## src/rtl/core/mvtc_pkg.sv

```systemverilog
// Shared types and constants for the markup visible text counter.
// No dependencies; imported by mvtc_tag_tracker and markup_visible_text_counter.
`default_nettype none

package mvtc_pkg;

  localparam int unsigned UNIT_W = 31;
  localparam logic [UNIT_W-1:0] UNIT_MAX = 31'h7FFF_FFFF;

  localparam logic [7:0] CH_LT    = 8'h3C;  // '<'
  localparam logic [7:0] CH_GT    = 8'h3E;  // '>'
  localparam logic [7:0] CH_SLASH = 8'h2F;  // '/'

  localparam logic [1:0] CONT_TAG  = 2'b10;  // UTF-8 continuation byte top bits
  localparam int unsigned SCRIPT_LEN = 6;
  localparam int unsigned STYLE_LEN  = 5;

  // Status from the tag tracker for the byte in the working stage
  typedef struct packed {
    logic visible;  // byte counts as a text unit
    logic in_tag;   // tracker was inside a tag before this byte
    logic in_raw;   // tracker was inside script or style before this byte
  } mvtc_status_t;

  function automatic logic [7:0] script_char(input logic [2:0] pos);
    logic [7:0] c;
    unique case (pos)
      3'd0:    c = 8'h73;  // s
      3'd1:    c = 8'h63;  // c
      3'd2:    c = 8'h72;  // r
      3'd3:    c = 8'h69;  // i
      3'd4:    c = 8'h70;  // p
      3'd5:    c = 8'h74;  // t
      default: c = 8'h00;
    endcase
    return c;
  endfunction

  function automatic logic [7:0] style_char(input logic [2:0] pos);
    logic [7:0] c;
    unique case (pos)
      3'd0:    c = 8'h73;  // s
      3'd1:    c = 8'h74;  // t
      3'd2:    c = 8'h79;  // y
      3'd3:    c = 8'h6C;  // l
      3'd4:    c = 8'h65;  // e
      default: c = 8'h00;
    endcase
    return c;
  endfunction

endpackage

`default_nettype wire

```

## src/rtl/core/mvtc_tag_tracker.sv

```systemverilog
// Tag, closing-slash and script/style mode tracking for one byte per cycle while step is high.
// Depends on mvtc_pkg.
`default_nettype none

module mvtc_tag_tracker
  import mvtc_pkg::*;
#(
  parameter int unsigned TAG_LETTER_CAP = 15
) (
  input  wire logic       clk,
  input  wire logic       rst_n,
  input  wire logic       step,
  input  wire logic       last,
  input  wire logic [7:0] data_byte,
  output mvtc_status_t    status
);

  localparam int unsigned LW = $clog2(TAG_LETTER_CAP + 1);

  logic          in_tag_r, in_tag_nxt;
  logic          closing_r, closing_nxt;
  logic [LW-1:0] letters_r, letters_nxt;
  logic          pm_script_r, pm_script_nxt;
  logic          pm_style_r, pm_style_nxt;
  logic          script_r, script_nxt;
  logic          style_r, style_nxt;

  logic       is_upper, is_lower;
  logic [7:0] lc;

  assign is_upper = (data_byte >= 8'h41) && (data_byte <= 8'h5A);
  assign is_lower = (data_byte >= 8'h61) && (data_byte <= 8'h7A);
  assign lc       = data_byte | 8'h20;

  always_comb begin
    in_tag_nxt    = in_tag_r;
    closing_nxt   = closing_r;
    letters_nxt   = letters_r;
    pm_script_nxt = pm_script_r;
    pm_style_nxt  = pm_style_r;
    script_nxt    = script_r;
    style_nxt     = style_r;
    if (step) begin
      if (in_tag_r) begin
        if (data_byte == CH_GT) begin
          if (letters_r == LW'(SCRIPT_LEN) && pm_script_r) script_nxt = !closing_r;
          if (letters_r == LW'(STYLE_LEN) && pm_style_r)   style_nxt  = !closing_r;
          in_tag_nxt = 1'b0;
        end else if (letters_r == '0 && data_byte == CH_SLASH) begin
          closing_nxt = 1'b1;
        end else if (letters_r < LW'(TAG_LETTER_CAP) && (is_upper || is_lower)) begin
          if (!(letters_r < LW'(SCRIPT_LEN) && lc == script_char(letters_r[2:0])))
            pm_script_nxt = 1'b0;
          if (!(letters_r < LW'(STYLE_LEN) && lc == style_char(letters_r[2:0])))
            pm_style_nxt = 1'b0;
          letters_nxt = letters_r + LW'(1);
        end
      end else if (data_byte == CH_LT) begin
        in_tag_nxt    = 1'b1;
        closing_nxt   = 1'b0;
        letters_nxt   = '0;
        pm_script_nxt = 1'b1;
        pm_style_nxt  = 1'b1;
      end
      // end of document: back to the reset state after this byte
      if (last) begin
        in_tag_nxt    = 1'b0;
        closing_nxt   = 1'b0;
        letters_nxt   = '0;
        pm_script_nxt = 1'b1;
        pm_style_nxt  = 1'b1;
        script_nxt    = 1'b0;
        style_nxt     = 1'b0;
      end
    end
  end

  always_ff @(posedge clk) begin
    if (!rst_n) begin
      in_tag_r    <= 1'b0;
      closing_r   <= 1'b0;
      letters_r   <= '0;
      pm_script_r <= 1'b1;
      pm_style_r  <= 1'b1;
      script_r    <= 1'b0;
      style_r     <= 1'b0;
    end else begin
      in_tag_r    <= in_tag_nxt;
      closing_r   <= closing_nxt;
      letters_r   <= letters_nxt;
      pm_script_r <= pm_script_nxt;
      pm_style_r  <= pm_style_nxt;
      script_r    <= script_nxt;
      style_r     <= style_nxt;
    end
  end

  always_comb begin
    status.in_tag  = in_tag_r;
    status.in_raw  = script_r || style_r;
    status.visible = !in_tag_r && (data_byte != CH_LT) && !script_r && !style_r &&
                     (data_byte[7:6] != CONT_TAG);
  end

`ifndef NO_ASSERTIONS
  a_letters_capped: assert property (@(posedge clk) disable iff (!rst_n)
    letters_r <= LW'(TAG_LETTER_CAP))
    else $error("tag letter count above cap");

  a_open_tag: assert property (@(posedge clk) disable iff (!rst_n)
    step && !last && !in_tag_r && data_byte == CH_LT
    |=> in_tag_r && !closing_r && letters_r == '0)
    else $error("tag not opened on '<'");

  a_last_resets: assert property (@(posedge clk) disable iff (!rst_n)
    step && last |=> !in_tag_r && !script_r && !style_r && letters_r == '0)
    else $error("tracker not reset after last byte");
`endif

endmodule

`default_nettype wire

```

## src/rtl/core/markup_visible_text_counter.sv

```systemverilog
// Top level of the markup visible text counter: input stage, unit counter, result register.
// Depends on mvtc_pkg and mvtc_tag_tracker.
//
//   channel | direction | ports                              | transfer
//   in      | input     | in_data_byte, in_last_byte         | in_valid & in_ready
//   out     | output    | out_text_units                     | out_valid & out_ready
//
// One byte per cycle sustained, except while a last byte waits; a byte is registered in the
// input stage, then its tag/mode update and the saturating count increment happen as it leaves it.
// A result is registered when the last byte leaves the input stage and sits in the output register
// while further bytes of the next document keep flowing in.
// Only a second last byte waits, and then only while the previous result is not taken.
// Synchronous active-low reset clears all control state and the count.
`default_nettype none

module markup_visible_text_counter
  import mvtc_pkg::*;
#(
  parameter int unsigned TAG_LETTER_CAP = 15
) (
  input  wire logic              clk,
  input  wire logic              rst_n,
  input  wire logic              in_valid,
  output logic                   in_ready,
  input  wire logic [7:0]        in_data_byte,
  input  wire logic              in_last_byte,
  output logic                   out_valid,
  input  wire logic              out_ready,
  output logic [UNIT_W-1:0]      out_text_units
);

  logic              stage_v_r;
  logic [7:0]        stage_byte_r;
  logic              stage_last_r;
  logic [UNIT_W-1:0] count_r, count_nxt;
  logic              out_valid_r;
  logic [UNIT_W-1:0] out_units_r;
  logic              advance;
  logic [UNIT_W-1:0] count_upd;
  mvtc_status_t      status;

  assign advance  = stage_v_r && (!stage_last_r || !out_valid_r || out_ready);
  assign in_ready = !stage_v_r || advance;

  mvtc_tag_tracker #(
    .TAG_LETTER_CAP(TAG_LETTER_CAP)
  ) u_tags (
    .clk       (clk),
    .rst_n     (rst_n),
    .step      (advance),
    .last      (stage_last_r),
    .data_byte (stage_byte_r),
    .status    (status)
  );

  assign count_upd = (status.visible && count_r != UNIT_MAX) ? count_r + UNIT_W'(1) : count_r;

  always_comb begin
    count_nxt = count_r;
    if (advance) count_nxt = stage_last_r ? '0 : count_upd;
  end

  always_ff @(posedge clk) begin
    if (!rst_n) begin
      stage_v_r   <= 1'b0;
      count_r     <= '0;
      out_valid_r <= 1'b0;
    end else begin
      count_r <= count_nxt;
      if (in_ready) stage_v_r <= in_valid;
      if (advance && stage_last_r) out_valid_r <= 1'b1;
      else if (out_ready)          out_valid_r <= 1'b0;
    end
  end

  always_ff @(posedge clk) begin
    if (in_valid && in_ready) begin
      stage_byte_r <= in_data_byte;
      stage_last_r <= in_last_byte;
    end
    if (advance && stage_last_r) out_units_r <= count_upd;
  end

  assign out_valid      = out_valid_r;
  assign out_text_units = out_units_r;

`ifndef NO_ASSERTIONS
  a_visible_outside_markup: assert property (@(posedge clk) disable iff (!rst_n)
    stage_v_r && status.visible |-> !status.in_tag && !status.in_raw)
    else $error("counted a byte inside a tag or script/style");

  a_count_cleared: assert property (@(posedge clk) disable iff (!rst_n)
    advance && stage_last_r |=> count_r == '0)
    else $error("count not cleared after last byte");

  a_count_step: assert property (@(posedge clk) disable iff (!rst_n)
    advance && !stage_last_r && status.visible && count_r != UNIT_MAX
    |=> count_r == $past(count_r) + UNIT_W'(1))
    else $error("count did not advance on a visible byte");

  a_result_not_overwritten: assert property (@(posedge clk) disable iff (!rst_n)
    stage_v_r && stage_last_r && out_valid_r && !out_ready |-> !advance)
    else $error("pending result overwritten");
`endif

endmodule

`default_nettype wire
```

## config.mk

```make
export PLATFORM = sky130hd
export DESIGN_NAME = markup_visible_text_counter
export DESIGN_NICKNAME = d
export VERILOG_FILES = /design/src/rtl/core/mvtc_pkg.sv /design/src/rtl/core/mvtc_tag_tracker.sv /design/src/rtl/core/markup_visible_text_counter.sv
export SDC_FILE = /design/constraint.sdc
export NUM_CORES = 1
export LEC_CHECK = 0
export ABC_CLOCK_PERIOD_IN_PS = 3220
export BUFFER_PORTS_ARGS = -buffer_cell sky130_fd_sc_hd__buf_2
export CORE_MARGIN = 3
export CORE_UTILIZATION = 59
export DETAILED_ROUTE_END_ITERATION = 8
export HOLD_SLACK_MARGIN = 0.03
export MAX_ROUTING_LAYER = met4
export PLACE_DENSITY = 0.78
export SLEW_MARGIN = 20
export SYNTH_ARGS = -nofsm -noshare
export SYNTH_HDL_FRONTEND = slang
export SYNTH_SLANG_ARGS = --single-unit
```

## constraint.sdc

```tcl
create_clock -name clk -period 3.22 [get_ports clk]
set_input_delay 0.161 -clock clk [delete_from_list [all_inputs] [get_ports clk]]
set_output_delay 0.161 -clock clk [all_outputs]
set_load 0.05 [all_outputs]
```

Word-level counts from Yosys, hierarchy flattened. Index checks and enable logic that the tools add are counted.

Add/subtract/negate cells: 2. Eq/ne operators: 21. $lt $le $gt $ge: 7. Mux-type cells: 52. Reductions and logical operators: 41.

Operator list (number): $mux 8 (10); $mux 31 (2); $pmux 7 s6 (1); $pmux 7 s5 (1); $mux 1 (32); $add 31x1->31 const B (1); $ne 31x31->1 const B (1); $eq 8x6->1 const B (3); $mux 4 (6); $ne 3x3->1 const B (6); $eq 8x8->1 (2); $ge 8x7->1 const B (2); $le 8x7->1 const B (2); $logic_and 1x1->1 (16); $reduce_and 4->1 (3); $reduce_and 6->1 (2); $reduce_bool 2->1 (5); $eq 4x3->1 const B (2); $lt 4x3->1 const B (2); $ne 8x6->1 const B (1); $logic_not 1->1 (7); $eq 3x2->1 const B (2); $eq 3x3->1 const B (2); $reduce_and 5->1 (1); 8 further kinds (11).

Input port bits: 13. Output and inout bits: 33. Word-level logic and storage cells: 136. Register bits: 83.

Logic depth before layout (Yosys ltp). Gate-level depths: netlist (run 1).

Depth after elaboration: 17. Mapped depth: 9. Gate-level depth less buffers: 8.

Hierarchy. From an unflattened synthesis (run 1), not the netlist that was laid out.

Cells, all modules: 468. Area total of the unflattened synthesis: 4576.9 µm².

Modules (own cells, without submodules): markup_visible_text_counter (instances 1, seq. area each 1861.8 µm², area an instance 3537.1 µm², cells an instance 339); mvtc_tag_tracker (instances 1, seq. area each 200.2 µm², area an instance 1039.7 µm², cells an instance 129).

Worst setup path before layout (run 1). OpenSTA, ideal clock, no wires.

Kind: register to register. From: reg out_valid_r, in the netlist out_valid. To: reg out_units_r[0], in the netlist out_text_units[0], enable pin. Setup slack: 0.759 ns. Clock period less this slack: 2.461 ns. Stages on the path, launching flop included: 3. Arrival: 2.042 ns. Path buffers: 0. Setup time: 0.419 ns. Required time: 2.801 ns. Cells stage by stage: dfxtp_1 -> nor2b_1 -> nor2_1.

Word-level cells in the longest chain between the ends: 5.

Ends and longest elaborated chain: from (decl) (line markup_visible_text_counter.sv:36) `logic out_valid_r;`; from (signal assigned) (line markup_visible_text_counter.sv:67) `out_valid_r <= 1'b0;`; from (signal assigned) (line markup_visible_text_counter.sv:71) `if (advance && stage_last_r) out_valid_r <= 1'b1;`; from (signal assigned) (line markup_visible_text_counter.sv:72) `else if (out_ready) out_valid_r <= 1'b0;`; $logic_not 1->1 (line markup_visible_text_counter.sv:42) `assign advance = stage_v_r && (!stage_last_r || !out_valid_r || out_ready);`; $logic_or 1x1->1 (2 in series) (line markup_visible_text_counter.sv:42); $logic_and 1x1->1 (line markup_visible_text_counter.sv:42); $logic_and 1x1->1 (line markup_visible_text_counter.sv:81) `if (advance && stage_last_r) out_units_r <= count_upd;`; to (signal assigned) (line markup_visible_text_counter.sv:81); to (decl) (line markup_visible_text_counter.sv:37) `logic [UNIT_W-1:0] out_units_r;`.

Every way passes these cells. A chain may end at the register's enable or synchronous reset.

Worst setup path in the final report (run 1).
From: reg stage_byte_r[4]. To: reg count_r[29].

Word-level cells in the longest chain between the ends: 8.

Ends and longest elaborated chain: from (decl) (line markup_visible_text_counter.sv:33) `logic [7:0] stage_byte_r;`; from (signal assigned) (line markup_visible_text_counter.sv:78) `stage_byte_r <= in_data_byte;`; $ne 8x6->1 (line mvtc_tag_tracker.sv:101) `status.visible = !in_tag_r && (data_byte != CH_LT) && !script_r && !style_r &&`; $logic_and 1x1->1 (4 in series) (line mvtc_tag_tracker.sv:101); $logic_and 1x1->1 (line markup_visible_text_counter.sv:56) `assign count_upd = (status.visible && count_r != UNIT_MAX) ? count_r + UNIT_W'(1) : count_r;`; $mux 31 (line markup_visible_text_counter.sv:56); $mux 31 (line markup_visible_text_counter.sv:60) `if (advance) count_nxt = stage_last_r ? '0 : count_upd;`; to (signal assigned) (line markup_visible_text_counter.sv:69) `count_r <= count_nxt;`; to (decl) (line markup_visible_text_counter.sv:35) `logic [UNIT_W-1:0] count_r, count_nxt;`.

Every way passes these cells.

==> results.yml, run 1 <==
drt:
  vias: 3604
  dr.pass1.iters: 5
  drc: 0
  routed_wl_mm: 9.84
  drt_iter0_drc: 378
  wl_per_cell_um: 16.6
  via_per_inst: 6.09
  final_antenna_net_count: 0
timing:
  finalSetupViolations: 0
  slew_headroom_pct: 39.7
  finClkSkew_ns: 0.0121
  setup_ws_ns: 0.535
  fmax_mhz: 372
  hold_viol: 0
  tns_ns: 0
  fin_crit_ns: 2.69
  rsz0062_at_grt: "no"
  fin_crit_sh_pct: 83.4
  max_slew.worst_pin.slew_ns: 0.900
  slew_violations: 0
logic_synthesis:
  synth_fp_nets: 461
  synth_top_cell_by_area: "edfxtp_1"
  ys.flop_type: "dfxtp_1"
  synthTopCellsByArea: "edfxtp_1 28%, dfxtp_1 20%, nand2_1 4.4%, xnor2_1 4.0%, nand3_1 2.4%"
  synth-seq-cells: 83
  synthArstFlopShare_pct: 0
  yosysUniqueCellTypes: 72
  syn_area_per_cell_um2: 9.83
  yosysTopAreaCellShare_pct: 27.7
  synth_edf_count: 40
  postSynthCellCount: 441
  yosys_warnings: 0
  seq_area_frac_synth_pct: 47.6
  syn-cell-area_um2: 4340
placement:
  place_ws_ns: 0.583
  dpl.hpwl_mm: 6.58
  gp_routability_congestion: 0.895
  io_buffer_count: 45
  dp_cells: 567
clock_tree:
  cts_made_buffers: 9
  clk_pin_slew_worst_paths_ns: 0.08
  cts_resized: 0
  clockBufferDepth: 2
  cts_sinks: 83
  cts_root_buf: "clkbuf_8"
  insertion_delay_ns: 0.36
  cts_tree: "yes"
  htree_num_levels: 3
global_route:
  grt_max_degree: 32
  grt_usage_pct: 24.9
  grt_pass1_wl_mm: 16.4
  grt_antenna_before_repair: 0
  grt_pass1_vias: 3419
  overflow: 0
power:
  p_leak_nw: 1.96
  ir_worst_vdd_v: 0.000246
  finalPower_w: 0.00217
  powerDensity_nw_per_um2: 438
critical_path:
  r2r_setup_slack_ns: 0.53
  arrival_ns: 2.93
  startpoint_type: "register"
  endpoint_kind: "register"
  critical_path.max_fanout: 12
  max_stage_delay_ns: 0.69
  crit_chain: "nor2b_1 > and4_4 > nor4_4 > nand3_1 > o211a_1 > a221o_1"
  cp_slowest_cell: "nor4_4"
  required_ns: 3.47
  crit_type: "reg -> reg"
layout:
  fill_cells: 518
  utilization_pct: 71.4
  n_antenna_cell: 0
  nets: 511
  area_growth_pct: 14.3
  drive_gt1_share_pct: 18.3
  instances_no_fill: 592
run_status:
  status: "complete, no violations"
die:
  io_pins: 46
  num_rows: 30
  die_w_um: 91.7
  initial_utilization_pct: 62.4
  die_h_um: 91.7
  die-area_um2: 8410
  fp.coreArea_um2: 6940
job:
  maxCapViolCount: 0
min_path:
  worstHoldPathType: "in -> reg"
## repair_timing
| item | CTS | global route |
|---|---|---|
| hold endpoints to repair | 9 | 0 |
| setup buffers | 0 | 0 |
| hold buffers | 9 | 0 |
## cell usage after synthesis (3+ instances only)
library cell,count
nor3_1,11
xor2_1,10
a21boi_0,5
nor2b_1,5
nand3_1,21
a31oi_1,16
nor2_1,25
a22o_1,3
o211ai_1,4
inv_1,12
o21ai_0,19
nand2_1,51
nand2b_1,4
nand4_1,11
a21o_1,6
and2_1,5
nor4_1,4
o31ai_1,13
or3_1,3
and3_1,9
dfxtp_1,43
clkbuf_1,13
xnor2_1,20
ha_1,7
edfxtp_1,40
nor4_2,3
o311ai_0,4
a21oi_1,13
nor3b_1,3
## critical path: cells and delay by family (launching register included)
family / cells / cell delay, ns
and+or+nand+nor: 4 / 1.45
AOI/OAI and AO/OA: 2 / 0.59
DFF: 1 / 0.54
## flip-flops by register name, summed over array words and instances, names as in the netlist
name / flops
u_tags.style_r: 1
u_tags.pm_style_r: 1
u_tags.closing_r: 1
u_tags.letters_r: 4
u_tags.in_tag_r: 1
stage_last_r: 1
u_tags.pm_script_r: 1
stage_byte_r: 8
out_text_units: 31
stage_v_r: 1
u_tags.script_r: 1
out_valid: 1
count_r: 31
## layout by cell type, fill, tap and decap left out, types with 3 or more instances in the layout
cell and count:
nor3b_1 3, nor4_2 3, nand2_1 51, nand3_1 21, o31ai_1 13, xor2_1 10, and3_1 9, bufinv_16 3
o211ai_1 4, a21boi_0 5, a22o_1 3, nand2b_1 4, nor3_1 11, a31oi_1 16, nand4_1 11, or3_1 3
ha_1 7, buf_2 45, o21ai_0 19, a21o_1 6, buf_4 8, clkbuf_8 10, and2_1 5, nor4_1 4
a21oi_1 13, edfxtp_1 40, inv_1 12, dlygate4sd3_1 9, o311ai_0 4, xnor2_1 20, dfxtp_1 43, nor2_1 24
nor2b_1 5
## report_power, final
part,leakage (nW),switching [W],internal [W],total (W)
Combinational,1.07,0.0000791,0.0000405,0.000120
Sequential,0.766,0.0000151,0.00112,0.00113
Clock,0.125,0.000382,0.000538,0.000919
Total,1.96,0.000476,0.00169,0.00217
## stage by stage
step | area [um2] | hold WS [ns]
after floorplan | 4340 | 0.260
after global placement | 4620 | 0.337
after detailed placement | 4620 | 0.339
after CTS | 4960 | 0.0632
after global routing | 4960 | 0.0853
final | 4960 | 0.0778
## final cells by class
cell class              instances  area (um2)  share of cell area, %
inverters                      12        45.0                  0.909
clock inverters                 6         111                   2.25
flip-flops and latches         83        2060                   41.6
multi-input cells             323        2100                   42.5
well taps                      96         120                   2.42
clock buffers                  10         138                   2.78
repair buffers                 62         375                   7.57
## path summary, 6_finish.rpt
kind,start,end,cells after the start
worst max-delay path,stage_byte_r[4],count_r[29],6
worst min-delay path,in_valid,stage_v_r,3
worst max register to register,stage_byte_r[4],count_r[29],6
worst min register to register,u_tags.script_r,u_tags.script_r,2
## cells by family (layout without fill, tap and decap cells)
| group | count (synthesis) | in the layout | synth area share, % |
|---|---|---|---|
| and+or+nand+nor | 175 | 175 | 22.5 |
| AOI/OAI and AO/OA | 107 | 107 | 16.9 |
| DFF | 83 | 83 | 47.6 |
| buffers and inverters | 35 | 90 | 3.95 |
| xor gates and xnor gates | 30 | 30 | 6.06 |
| adders and majority gates | 7 | 7 | 2.02 |
| muxes | 4 | 4 | 0.981 |
## metal layers
layer	GRT usage (%)	wire [um]	part of all wire, %	vias up
met5	-	0	0	-
met4	9.53	193	2.0	0
met3	4.02	571	5.8	19
met2	42.7	4930	50	143
met1	29.5	4150	42	1695
li1	-	-	-	1747
Power figures use the tool's default switching activity.
==> run 2, diff against run 1 <==
--- a/config.mk
+++ b/config.mk
@@ -5,7 +5,7 @@
 export SDC_FILE = /design/constraint.sdc
 export NUM_CORES = 1
 export LEC_CHECK = 0
-export ABC_CLOCK_PERIOD_IN_PS = 3220
+export ABC_CLOCK_PERIOD_IN_PS = 2600
 export BUFFER_PORTS_ARGS = -buffer_cell sky130_fd_sc_hd__buf_2
 export CORE_MARGIN = 3
 export CORE_UTILIZATION = 59
==> constraint.sdc (replaced) <==
create_clock -name clk -period 2.6 [get_ports clk]
set_input_delay 0.13 -clock clk [delete_from_list [all_inputs] [get_ports clk]]
set_output_delay 0.13 -clock clk [all_outputs]
set_load 0.05 [all_outputs]
==> results.yml, run 2 (same netlist as run 1, synthesis figures left out) <==
die:
  num_rows: 30
  die-area_um2: 8410
  die_h_um: 91.7
  fp.coreArea_um2: 6940
  io_pins: 46
  die_w_um: 91.7
  initial_utilization_pct: 62.4
timing:
  tns_ns: 0
  slew_headroom_pct: 31.7
  fin_crit_ns: 2.43
  finalSetupViolations: 0
  rsz0062_at_grt: "no"
  fmax_mhz: 411
  fin_crit_sh_pct: 93.5
  slew_violations: 0
  finClkSkew_ns: 0.0121
  hold_viol: 0
  setup_ws_ns: 0.168
  max_slew.worst_pin.slew_ns: 1.01
layout:
  n_antenna_cell: 0
  nets: 530
  area_growth_pct: 16.2
  drive_gt1_share_pct: 21.0
  fill_cells: 502
  utilization_pct: 72.6
  final_cell_mix: "51 x nand2_1, 45 x buf_2, 43 x dfxtp_1"
  layout_commonest_cell: "nand2_1"
global_route:
  grt_max_degree: 32
  overflow: 0
  grt_antenna_before_repair: 0
  grt_pass1_vias: 3645
  grt_usage_pct: 25.6
  grt_pass1_wl_mm: 16.9
critical_path:
  critical_path.max_fanout: 6
  arrival_ns: 2.73
  startpoint_type: "register"
  max_stage_delay_ns: 0.54
  crit_type: "reg -> reg"
  cp_slowest_cell: "nor4_4"
  required_ns: 2.90
  endpoint_kind: "register"
  crit_chain: "nor3_1 > o21ai_0 > nor4_4 > nand2_1 > or4_1 > nand3_1"
placement:
  gp_routability_congestion: 0.918
  place_ws_ns: 0.240
  io_buffer_count: 45
  dpl.hpwl_mm: 6.98
drt:
  drt_iter0_drc: 334
  vias: 3722
  wl_per_cell_um: 16.5
  dr.pass1.iters: 5
  drc: 0
  routed_wl_mm: 10.1
  final_antenna_net_count: 0
  via_per_inst: 6.09
clock_tree:
  cts_made_buffers: 9
  hold_buffers: 10
  post_cts_buffers: 0
  insertion_delay_ns: 0.35
  htree_num_levels: 3
  cts_root_buf: "clkbuf_8"
  clockBufferDepth: 2
  cts_tree: "yes"
  cts_resized: 0
  clk_pin_slew_worst_paths_ns: 0.08
  cts_sinks: 83
job:
  maxCapViolCount: 0
power:
  powerDensity_nw_per_um2: 487
  p_leak_nw: 2.02
  ir_worst_vdd_v: 0.000298
min_path:
  worstHoldPathType: "in -> reg"
run_status:
  status: "complete, no violations"
run 2: report_power, final:
part           internal [W]  switching [W]  total [W]  leakage (nW)
clock              0.000441       0.000454   0.000896        0.0893
sequential          0.00138      0.0000130    0.00140         0.766
combinational     0.0000562       0.000105   0.000161          1.17
total               0.00188       0.000572    0.00245          2.02
run 2: worst paths after layout:
path	from	endpoint	slack (ns)	cells past startpoint
worst max register to register	u_tags.in_tag_r	count_r[15]	0.17	6
worst min-delay path	out_ready	out_valid	0.09	3
worst max-delay path	u_tags.in_tag_r	count_r[15]	0.17	6
worst min register to register	u_tags.style_r	u_tags.style_r	0.47	2
run 2: critical path: cells and delay by family, from the launching register on:
kind	cells	cell delay [ns]
AO/OA/AOI/OAI	1	0.38
flip-flops	1	0.38
AND/OR/NAND/NOR	5	1.62
run 2: routing by layer:
| metal | vias to the layer above | routed length (um) | global-route usage (%) |
|---|---|---|---|
| met5 | - | 0 | - |
| met4 | 0 | 311 | 12.5 |
| met3 | 35 | 552 | 3.45 |
| met2 | 155 | 5180 | 44.1 |
| met1 | 1747 | 4050 | 29.3 |
| li1 | 1785 | - | - |
run 2: area by class of cell:
cell class	count	area (um2)	share of cell area (%)
clock inverter	5	55.1	1.09
timing repair buffer	81	520	10.3
multi-input combinational	323	2100	41.8
sequential	83	2060	40.9
tap	96	120	2.38
inverter	12	45.0	0.894
clock buffer	11	131	2.61
run 2: per-stage QoR:
step	power [W]	cell area, um2	hold WS, ns	cells
4_1_cts	0.00246	5040	0.0742	611
6_report	0.00245	5040	0.0874	611
3_3_place_gp	0.00157	4750	0.306	585
5_1_grt	0.00253	5040	0.0962	611
3_5_place_dp	0.00157	4750	0.308	585
2_1_floorplan	0.00152	4340	0.229	441
==> run 3, diff against run 2 <==
--- a/config.mk
+++ b/config.mk
@@ -7,12 +7,14 @@
 export LEC_CHECK = 0
 export ABC_CLOCK_PERIOD_IN_PS = 2600
 export BUFFER_PORTS_ARGS = -buffer_cell sky130_fd_sc_hd__buf_2
+export CAP_MARGIN = 5
 export CORE_MARGIN = 3
-export CORE_UTILIZATION = 59
+export CORE_UTILIZATION = 60
+export CTS_BUF_LIST = sky130_fd_sc_hd__clkbuf_2 sky130_fd_sc_hd__clkbuf_4 sky130_fd_sc_hd__clkbuf_8
 export DETAILED_ROUTE_END_ITERATION = 8
 export HOLD_SLACK_MARGIN = 0.03
 export MAX_ROUTING_LAYER = met4
-export PLACE_DENSITY = 0.78
+export PLACE_DENSITY = 0.79
 export SLEW_MARGIN = 20
 export SYNTH_ARGS = -nofsm -noshare
 export SYNTH_HDL_FRONTEND = slang
==> results.yml, run 3 (same netlist as run 1, synthesis figures left out) <==
timing:
  slew_headroom_pct: 40.6
  fin_crit_ns: 2.46
  slew_violations: 0
  tns_ns: 0
  rsz0062_at_grt: "no"
  finClkSkew_ns: 0.0115
  setup_ws_ns: 0.143
  max_slew.worst_pin.slew_ns: 0.882
  finalSetupViolations: 0
  hold_viol: 0
  fin_crit_sh_pct: 94.5
  fmax_mhz: 407
critical_path:
  critical_path.max_fanout: 7
  startpoint_type: "register"
  crit_type: "reg -> reg"
  endpoint_kind: "register"
  rr_worst_depth: 7
  reg2reg_to: "count_r[26]"
  arrival_ns: 2.71
  r2r-start: "count_r[0]"
  r2r_setup_slack_ns: 0.14
  required_ns: 2.85
placement:
  dpl.hpwl_mm: 6.72
  gp_routability_congestion: 0.906
  placed_area_um2: 4700
  place_ws_ns: 0.208
  io_buffer_count: 45
global_route:
  grt_pass1_vias: 3362
  grt_usage_pct: 24.7
  overflow: 0
  grt_antenna_before_repair: 0
  grt_max_degree: 19
  grt_pass1_wl_mm: 16.1
die:
  fp.coreArea_um2: 6910
  io_pins: 46
  die-area_um2: 8280
  die_w_um: 91.0
  num_rows: 30
  initial_utilization_pct: 62.8
  die_h_um: 91.0
layout:
  final_area_um2: 5000
  seq_area_um2: 2060
  nets: 520
  area_growth_pct: 15.4
  layout_commonest_cell: "nand2_1"
  final_cell_mix: "50 x nand2_1, 45 x buf_2, 43 x dfxtp_1"
  utilization_pct: 72.4
  n_antenna_cell: 0
  fill_cells: 542
  multi_input_area_um2: 2110
  drive_gt1_share_pct: 20.2
power:
  finalPower_w: 0.00252
  p_int_w: 0.00193
  p_leak_nw: 2.00
  clkPwrFrac_pct: 38.5
  combinationalPowerShare_pct: 6.0
  ir_worst_vdd_v: 0.000279
  pwr-share-seq_pct: 55.5
  powerDensity_nw_per_um2: 504
  p_sw_w: 0.000589
  p_sw_share_pct: 23.3
drt:
  routed_wl_mm: 9.76
  dr.pass1.iters: 5
  drc: 0
  via_per_inst: 6.05
  drt_iter0_drc: 284
  final_antenna_net_count: 0
  vias: 3636
  wl_per_cell_um: 16.2
min_path:
  worstHoldPathType: "in -> reg"
  holdPathStages: 3
  min_from: "in_valid"
  min_to: "stage_v_r"
clock_tree:
  htree_num_levels: 3
  cts_root_buf: "clkbuf_8"
  cts_made_buffers: 9
  clk_pin_slew_worst_paths_ns: 0.09
  post_cts_buffers: 0
  clockBufferDepth: 2
  insertion_delay_ns: 0.36
  cts_sinks: 83
  cts_tree: "yes"
run_status:
  status: "complete, no violations"
job:
  maxCapViolCount: 0
[run 3: per-stage QoR]
step           hold WS (ns)  std cells
5_1_grt              0.0768        601
4_1_cts              0.0446        601
3_5_place_dp          0.308        576
2_1_floorplan         0.229        441
3_3_place_gp          0.307        576
6_report             0.0502        601
[run 3: worst max-delay path, cell delays in order (launching register included)]
cell,delay [ns]
dfxtp_1,0.44
ha_1,0.23
and3_2,0.24
nand3_1,0.21
or4b_4,0.59
nor3b_4,0.30
o21ai_0,0.15
a21o_1,0.19
[run 3: final cells by class]
type / instances / share of cell area (%)
clock buffers: 11 / 3.03
inverters: 12 / 0.900
well taps: 96 / 2.40
repair buffers: 71 / 9.10
flip-flops and latches: 83 / 41.2
multi-input cells: 323 / 42.1
clock inverters: 5 / 1.23
[run 3: timing repair]
action,CTS,global route
gates resized for setup,0,1
setup endpoints to repair,0,1
hold buffers,9,0
hold endpoints to repair,9,0
[run 3: worst max path at each step]
stage / startpoint / to / slack [ns] / cells after the start
6_report: count_r[0] / count_r[26] / 0.14 / 7
5_1_grt: count_r[0] / count_r[26] / 0.02 / 7
4_1_cts: count_r[0] / count_r[26] / 0.17 / 7
3_5_place_dp: count_r[0] / count_r[26] / 0.21 / 7
3_3_place_gp: count_r[0] / count_r[26] / 0.32 / 7
2_1_floorplan: out_valid / out_text_units[0] / 0.14 / 2
[run 3: metal layers]
metal | vias up | GRT usage [%] | share of wire, %
li1 | 1778 | - | -
met1 | 1696 | 30.2 | 42
met2 | 144 | 41.0 | 50
met3 | 18 | 4.89 | 6.1
met4 | 0 | 8.67 | 2.0
met5 | - | - | 0
[run 3: power by group through the flow]
stage / sequential [W] / clock, W / combinational, W
after CTS: 0.00140 / 0.000977 / 0.000148
after global routing: 0.00140 / 0.00103 / 0.000164
final: 0.00140 / 0.000973 / 0.000151
after detailed placement: 0.00143 / 0 / 0.000137
after global placement: 0.00143 / 0 / 0.000135
after floorplan: 0.00144 / 0 / 0.0000765
